--- src/sv/udrs_pkg.sv ---
`timescale 1ns / 1ps

package udrs_pkg;

   localparam int STACK_DEPTH = 16;
   localparam int ENTRY_BITS  = 32;
   localparam int IDX_BITS    = $clog2(STACK_DEPTH);
   localparam int CNT_BITS    = $clog2(STACK_DEPTH + 1);
   localparam int KIND_BITS   = 3;

   typedef logic [ENTRY_BITS-1:0] entry_type;
   typedef logic [CNT_BITS-1:0]   count_type;
   typedef logic [IDX_BITS-1:0]   index_type;

   typedef enum logic [KIND_BITS-1:0] {
      REQ_PUSH = 3'd0,
      REQ_POP  = 3'd1,
      REQ_UNDO = 3'd2,
      REQ_REDO = 3'd3,
      REQ_PEEK = 3'd4
   } req_kind_type;

endpackage

--- src/sv/undo_redo_stack.sv ---
// An accepted word is held in the input register; its result is then written to the result register.
// Throughput: one request word per cycle; the input register and the result register
// pass each other unless the result side stalls.
// Reset (synchronous, active high) empties both stacks and drops any word in flight;
// stack entries themselves are not cleared.
`timescale 1ns / 1ps

module undo_redo_stack (
   input  logic                               clock,
   input  logic                               reset,
   input  logic                               req_valid,
   output logic                               req_stall,
   input  logic [udrs_pkg::KIND_BITS-1:0]     req_type,
   input  logic [udrs_pkg::ENTRY_BITS-1:0]    req_entry_data,
   output logic                               rsp_valid,
   input  logic                               rsp_stall,
   output logic                               rsp_status_error,
   output logic                               rsp_top_valid,
   output logic [udrs_pkg::ENTRY_BITS-1:0]    rsp_top_entry,
   output logic [udrs_pkg::CNT_BITS-1:0]      rsp_main_count,
   output logic [udrs_pkg::CNT_BITS-1:0]      rsp_redo_count
);

   import udrs_pkg::*;

   logic                   s1_valid_ff, s1_valid_in;
   logic                   out_valid_ff, out_valid_in;
   logic [KIND_BITS-1:0]   s1_type_ff;
   entry_type              s1_data_ff;

   entry_type              main_store_ff [STACK_DEPTH];
   entry_type              redo_store_ff [STACK_DEPTH];
   entry_type              main_top_ff, main_top_in;
   count_type              main_fill_ff, main_fill_in;
   count_type              redo_fill_ff, redo_fill_in;

   logic                   status_error_ff, top_valid_ff;
   entry_type              top_entry_ff;

   logic                   advance, take, commit, refused;
   logic                   main_empty, main_full, redo_empty, redo_full;
   logic                   main_wr, redo_wr;
   entry_type              main_wr_data, below_entry, redo_top_entry;
   index_type              below_idx, redo_top_idx;

   assign advance   = !out_valid_ff || !rsp_stall;
   assign req_stall = s1_valid_ff && !advance;
   assign take      = req_valid && !req_stall;
   assign commit    = s1_valid_ff && advance;

   assign s1_valid_in  = take ? 1'b1 : (advance ? 1'b0 : s1_valid_ff);
   assign out_valid_in = advance ? s1_valid_ff : out_valid_ff;

   assign main_empty = (main_fill_ff == '0);
   assign main_full  = (main_fill_ff == CNT_BITS'(STACK_DEPTH));
   assign redo_empty = (redo_fill_ff == '0);
   assign redo_full  = (redo_fill_ff == CNT_BITS'(STACK_DEPTH));

   assign below_idx      = main_fill_ff[IDX_BITS-1:0] - IDX_BITS'(2);
   assign redo_top_idx   = redo_fill_ff[IDX_BITS-1:0] - IDX_BITS'(1);
   assign below_entry    = main_store_ff[below_idx];
   assign redo_top_entry = redo_store_ff[redo_top_idx];

   always_comb begin
      main_fill_in = main_fill_ff;
      redo_fill_in = redo_fill_ff;
      main_top_in  = main_top_ff;
      main_wr      = 1'b0;
      main_wr_data = s1_data_ff;
      redo_wr      = 1'b0;
      refused      = 1'b0;
      case (req_kind_type'(s1_type_ff))
         REQ_PUSH: begin
            if (!main_full) begin
               main_wr      = 1'b1;
               main_wr_data = s1_data_ff;
               main_top_in  = s1_data_ff;
               main_fill_in = main_fill_ff + CNT_BITS'(1);
               redo_fill_in = '0;
            end else begin
               refused = 1'b1;
            end
         end
         REQ_POP: begin
            if (!main_empty) begin
               main_fill_in = main_fill_ff - CNT_BITS'(1);
               main_top_in  = below_entry;
            end else begin
               refused = 1'b1;
            end
         end
         REQ_UNDO: begin
            if (!main_empty && !redo_full) begin
               redo_wr      = 1'b1;
               redo_fill_in = redo_fill_ff + CNT_BITS'(1);
               main_fill_in = main_fill_ff - CNT_BITS'(1);
               main_top_in  = below_entry;
            end else begin
               refused = 1'b1;
            end
         end
         REQ_REDO: begin
            if (!redo_empty && !main_full) begin
               main_wr      = 1'b1;
               main_wr_data = redo_top_entry;
               main_top_in  = redo_top_entry;
               main_fill_in = main_fill_ff + CNT_BITS'(1);
               redo_fill_in = redo_fill_ff - CNT_BITS'(1);
            end else begin
               refused = 1'b1;
            end
         end
         REQ_PEEK: begin
            refused = 1'b0;
         end
         default: begin
            refused = 1'b1;
         end
      endcase
   end

   always_ff @(posedge clock) begin
      if (reset) begin
         s1_valid_ff  <= 1'b0;
         out_valid_ff <= 1'b0;
         main_fill_ff <= '0;
         redo_fill_ff <= '0;
      end else begin
         s1_valid_ff  <= s1_valid_in;
         out_valid_ff <= out_valid_in;
         if (commit) begin
            main_fill_ff <= main_fill_in;
            redo_fill_ff <= redo_fill_in;
         end
      end
   end

   always_ff @(posedge clock) begin
      if (take) begin
         s1_type_ff <= req_type;
         s1_data_ff <= req_entry_data;
      end
      if (commit) begin
         main_top_ff     <= main_top_in;
         status_error_ff <= refused;
         top_valid_ff    <= (main_fill_in != '0);
         top_entry_ff    <= (main_fill_in != '0) ? main_top_in : '0;
         if (main_wr) begin
            main_store_ff[main_fill_ff[IDX_BITS-1:0]] <= main_wr_data;
         end
         if (redo_wr) begin
            redo_store_ff[redo_fill_ff[IDX_BITS-1:0]] <= main_top_ff;
         end
      end
   end

   assign rsp_valid        = out_valid_ff;
   assign rsp_status_error = status_error_ff;
   assign rsp_top_valid    = top_valid_ff;
   assign rsp_top_entry    = top_entry_ff;
   assign rsp_main_count   = main_fill_ff;
   assign rsp_redo_count   = redo_fill_ff;

endmodule

--- config.mk ---
export PLATFORM = sky130hd
export DESIGN_NAME = undo_redo_stack
export DESIGN_NICKNAME = d
export VERILOG_FILES = /design/src/sv/udrs_pkg.sv /design/src/sv/undo_redo_stack.sv
export SDC_FILE = /design/constraint.sdc
export NUM_CORES = 1
export LEC_CHECK = 0
export ABC_AREA = 1
export BUFFER_PORTS_ARGS = -buffer_cell sky130_fd_sc_hd__buf_2
export CORE_UTILIZATION = 40
export DETAILED_ROUTE_END_ITERATION = 10
export GPL_TIMING_DRIVEN = 1
export SETUP_SLACK_MARGIN = 0.02
export SYNTH_ARGS = -nofsm -noshare
export SYNTH_HDL_FRONTEND = slang
export SYNTH_SLANG_ARGS = --single-unit
--- constraint.sdc ---
create_clock -name clock -period 13.42 [get_ports clock]
set_clock_uncertainty 0.15 [all_clocks]
set_input_delay 2.684 -clock clock [delete_from_list [all_inputs] [get_ports clock]]
set_output_delay 2.684 -clock clock [all_outputs]
set_load 0.03 [all_outputs]
==> results.ini <==
[sta]
setup_tns_ns=0
hold_viol=0
fin_crit_ns=6.03
finalMaxSlewViolations=0
fin_crit_sh=0.449
maxSlewHeadroom=0.163
rsz0062_at_grt=false
holdWs_ns=0.376
setup_viol=0
worst_pin_slew_ns=1.25
max_freq_mhz=166

[synthesis]
synth_nets=4125
synth_area_um2=47100
synth_area_leader_cell=edfxtp_1
syn_avg_cell_area_um2=11.6
synth.area.top_cells=edfxtp_1 (72%), nand3_1 (8.3%), nand2_1 (6.9%)
ys_ff_latch=1137
yosys.area.top_type_share=0.718
synth.yosys.seq_area_share=0.723
yosysWarnings=0
yosysUniqueCellTypes=37
syn_inst=4069

[place]
port_buffers=84
dpl.hpwl_um=71100
gp_congestion=0.914
placed_cell_area_um2=49100

[worst_setup_path]
crit_required_ns=10.59
arrival_ns=3.19
regToRegSetupSlack_ns=8.26
reg2reg_from=rsp_main_count[0]
critPathLaunchType=primary input
r2r-end=main_store_ff[14][23]
crit_fanout=3
crit_path_end_kind=primary output
reg2regPathDepth=9
worstSetupPathType=primary input to primary output

[layout]
fillCellCount=10600
fin_nets=4157
final_cell_mix=edfxtp_1 (1,125), nand2_1 (869), nand3_1 (778)
layout_commonest_cell=edfxtp_1
finish.instance_area_um2=52800
n_antenna_cell=0
area_growth_pct=12.1
drive_above_1_share=0.0961

[drt]
wire_per_inst_um=21.4
vias=30200
final_antenna_net_count=0
drc_errors=0
detail_route.first_pass.iterations=6
wirelength_um=122000
viasPerCell=5.28
first_iter_violations=3103

[outcome]
status=completed

[global_route]
grt_first_pass_wirelength_um=184000
track_usage=0.203
grt_pass1_vias=28400
overflow=0
antenna_found_initial=2
grt_max_degree=99

[power]
power.density_nw_per_um2=149
ir_worst_vdd_mv=0.110
power_leakage_nw=19.0

[clock_network]
worstSkewPairLatency_ns=0.72
cts-root-buf=clkbuf_16
cts-resized-gates=0
clockBufferDepth=3
cts_buffers=116
cts_max_level=3
holdBufCountCts=0
cts_tree=done
cts_num_sinks=1137
path_clk_slew_ns=0.06
post_cts_buffers=0

[floorplan]
die_w_um=345
die_h_um=345
rows=125
start_util=0.404
die-area_um2=119000
core_um2=116000
io_pins=85

[min_path]
hold_path_depth=2
hold_start=rsp_valid
hold_class=register to register
holdPathEnd=rsp_valid

[run]
maxCapViolCount=0

cells by family (layout without fill, tap and decap cells):
kind of cell	after synthesis	after routing	synth area share
xor gates and xnor gates	7	7	0.00162
AOI/OAI and AO/OA	256	256	0.0295
and+or+nand+nor	2164	2164	0.198
adders and majority gates	17	17	0.00468
buffers and inverters	488	614	0.0429
DFF	1137	1137	0.723
critical path: stages:
cell	delay, ns
buf_2	0.08
nand2_1	0.08
nor2_1	0.13
buf_2	0.22
routing by layer:
| layer | up-vias | global-route usage | share of wire |
|---|---|---|---|
| met3 | 176 | 0.0333 | 0.071 |
| met1 | 14700 | 0.290 | 0.44 |
| met4 | 2 | 0.0573 | 0.024 |
| li1 | 14200 | - | - |
| met2 | 1098 | 0.320 | 0.46 |
| met5 | - | 0 | 0.000065 |
how the worst max path moves through the flow:
stage / endpoint / depth (start not counted) / startpoint
after floorplan: redo_store_ff[0][0] / 7 / rsp_stall
after global placement: redo_store_ff[4][26] / 9 / rsp_stall
after detailed placement: redo_store_ff[4][8] / 9 / rsp_stall
after CTS: req_stall / 4 / rsp_stall
after global routing: req_stall / 4 / rsp_stall
final: req_stall / 4 / rsp_stall
layout make-up:
cell class	instances	area, um2	area share
sequential	1137	34000	0.645
clock inverter	59	566	0.0107
tap	1524	1910	0.0361
timing repair buffer	143	863	0.0164
multi-input combinational	2444	11300	0.214
inverter	259	992	0.0188
clock buffer	153	3100	0.0588
synth_stat cells (all sizes together):
library cell and instances:
edfxtp 1125, o22ai 1, buf 106, nand2 873
dfxtp 12, a22oi 7, a21oi 13, inv 259
o21ai 207, xnor2 2, nand4 9, nor3 9
ha 16, nand3 784, fa 1, o211ai 27
clkbuf 123, nor2 489, xor2 5, a211oi 1
sequential cells by signal, indices dropped and copies added (netlist names):
signal	cells
rsp_top_entry	32
main_top_ff	32
rsp_redo_count	5
rsp_main_count	5
rsp_top_valid	1
rsp_status_error	1
s1_data_ff	32
rsp_valid	1
s1_type_ff	3
main_store_ff	512
s1_valid_ff	1
redo_store_ff	512
stage by stage:
| stage | cells | utilization | power [W] | worst slack, ns |
|---|---|---|---|---|
| 6_report | 5719 | 0.453 | 0.00784 | 7.39 |
| 5_1_grt | 5719 | 0.453 | 0.00807 | 7.35 |
| 4_1_cts | 5719 | 0.453 | 0.00788 | 7.38 |
| 3_5_place_dp | 5507 | 0.422 | 0.00479 | 6.85 |
| 3_3_place_gp | 5507 | 0.422 | 0.00478 | 6.94 |
| 2_1_floorplan | 4069 | - | 0.00451 | 5.05 |
power by group:
part | switching (W) | internal (W)
Combinational | 0.000504 | 0.000169
Clock | 0.00138 | 0.00175
Sequential | 0.0000705 | 0.00397
Total | 0.00195 | 0.00589
Power figures use the tool's default switching activity.
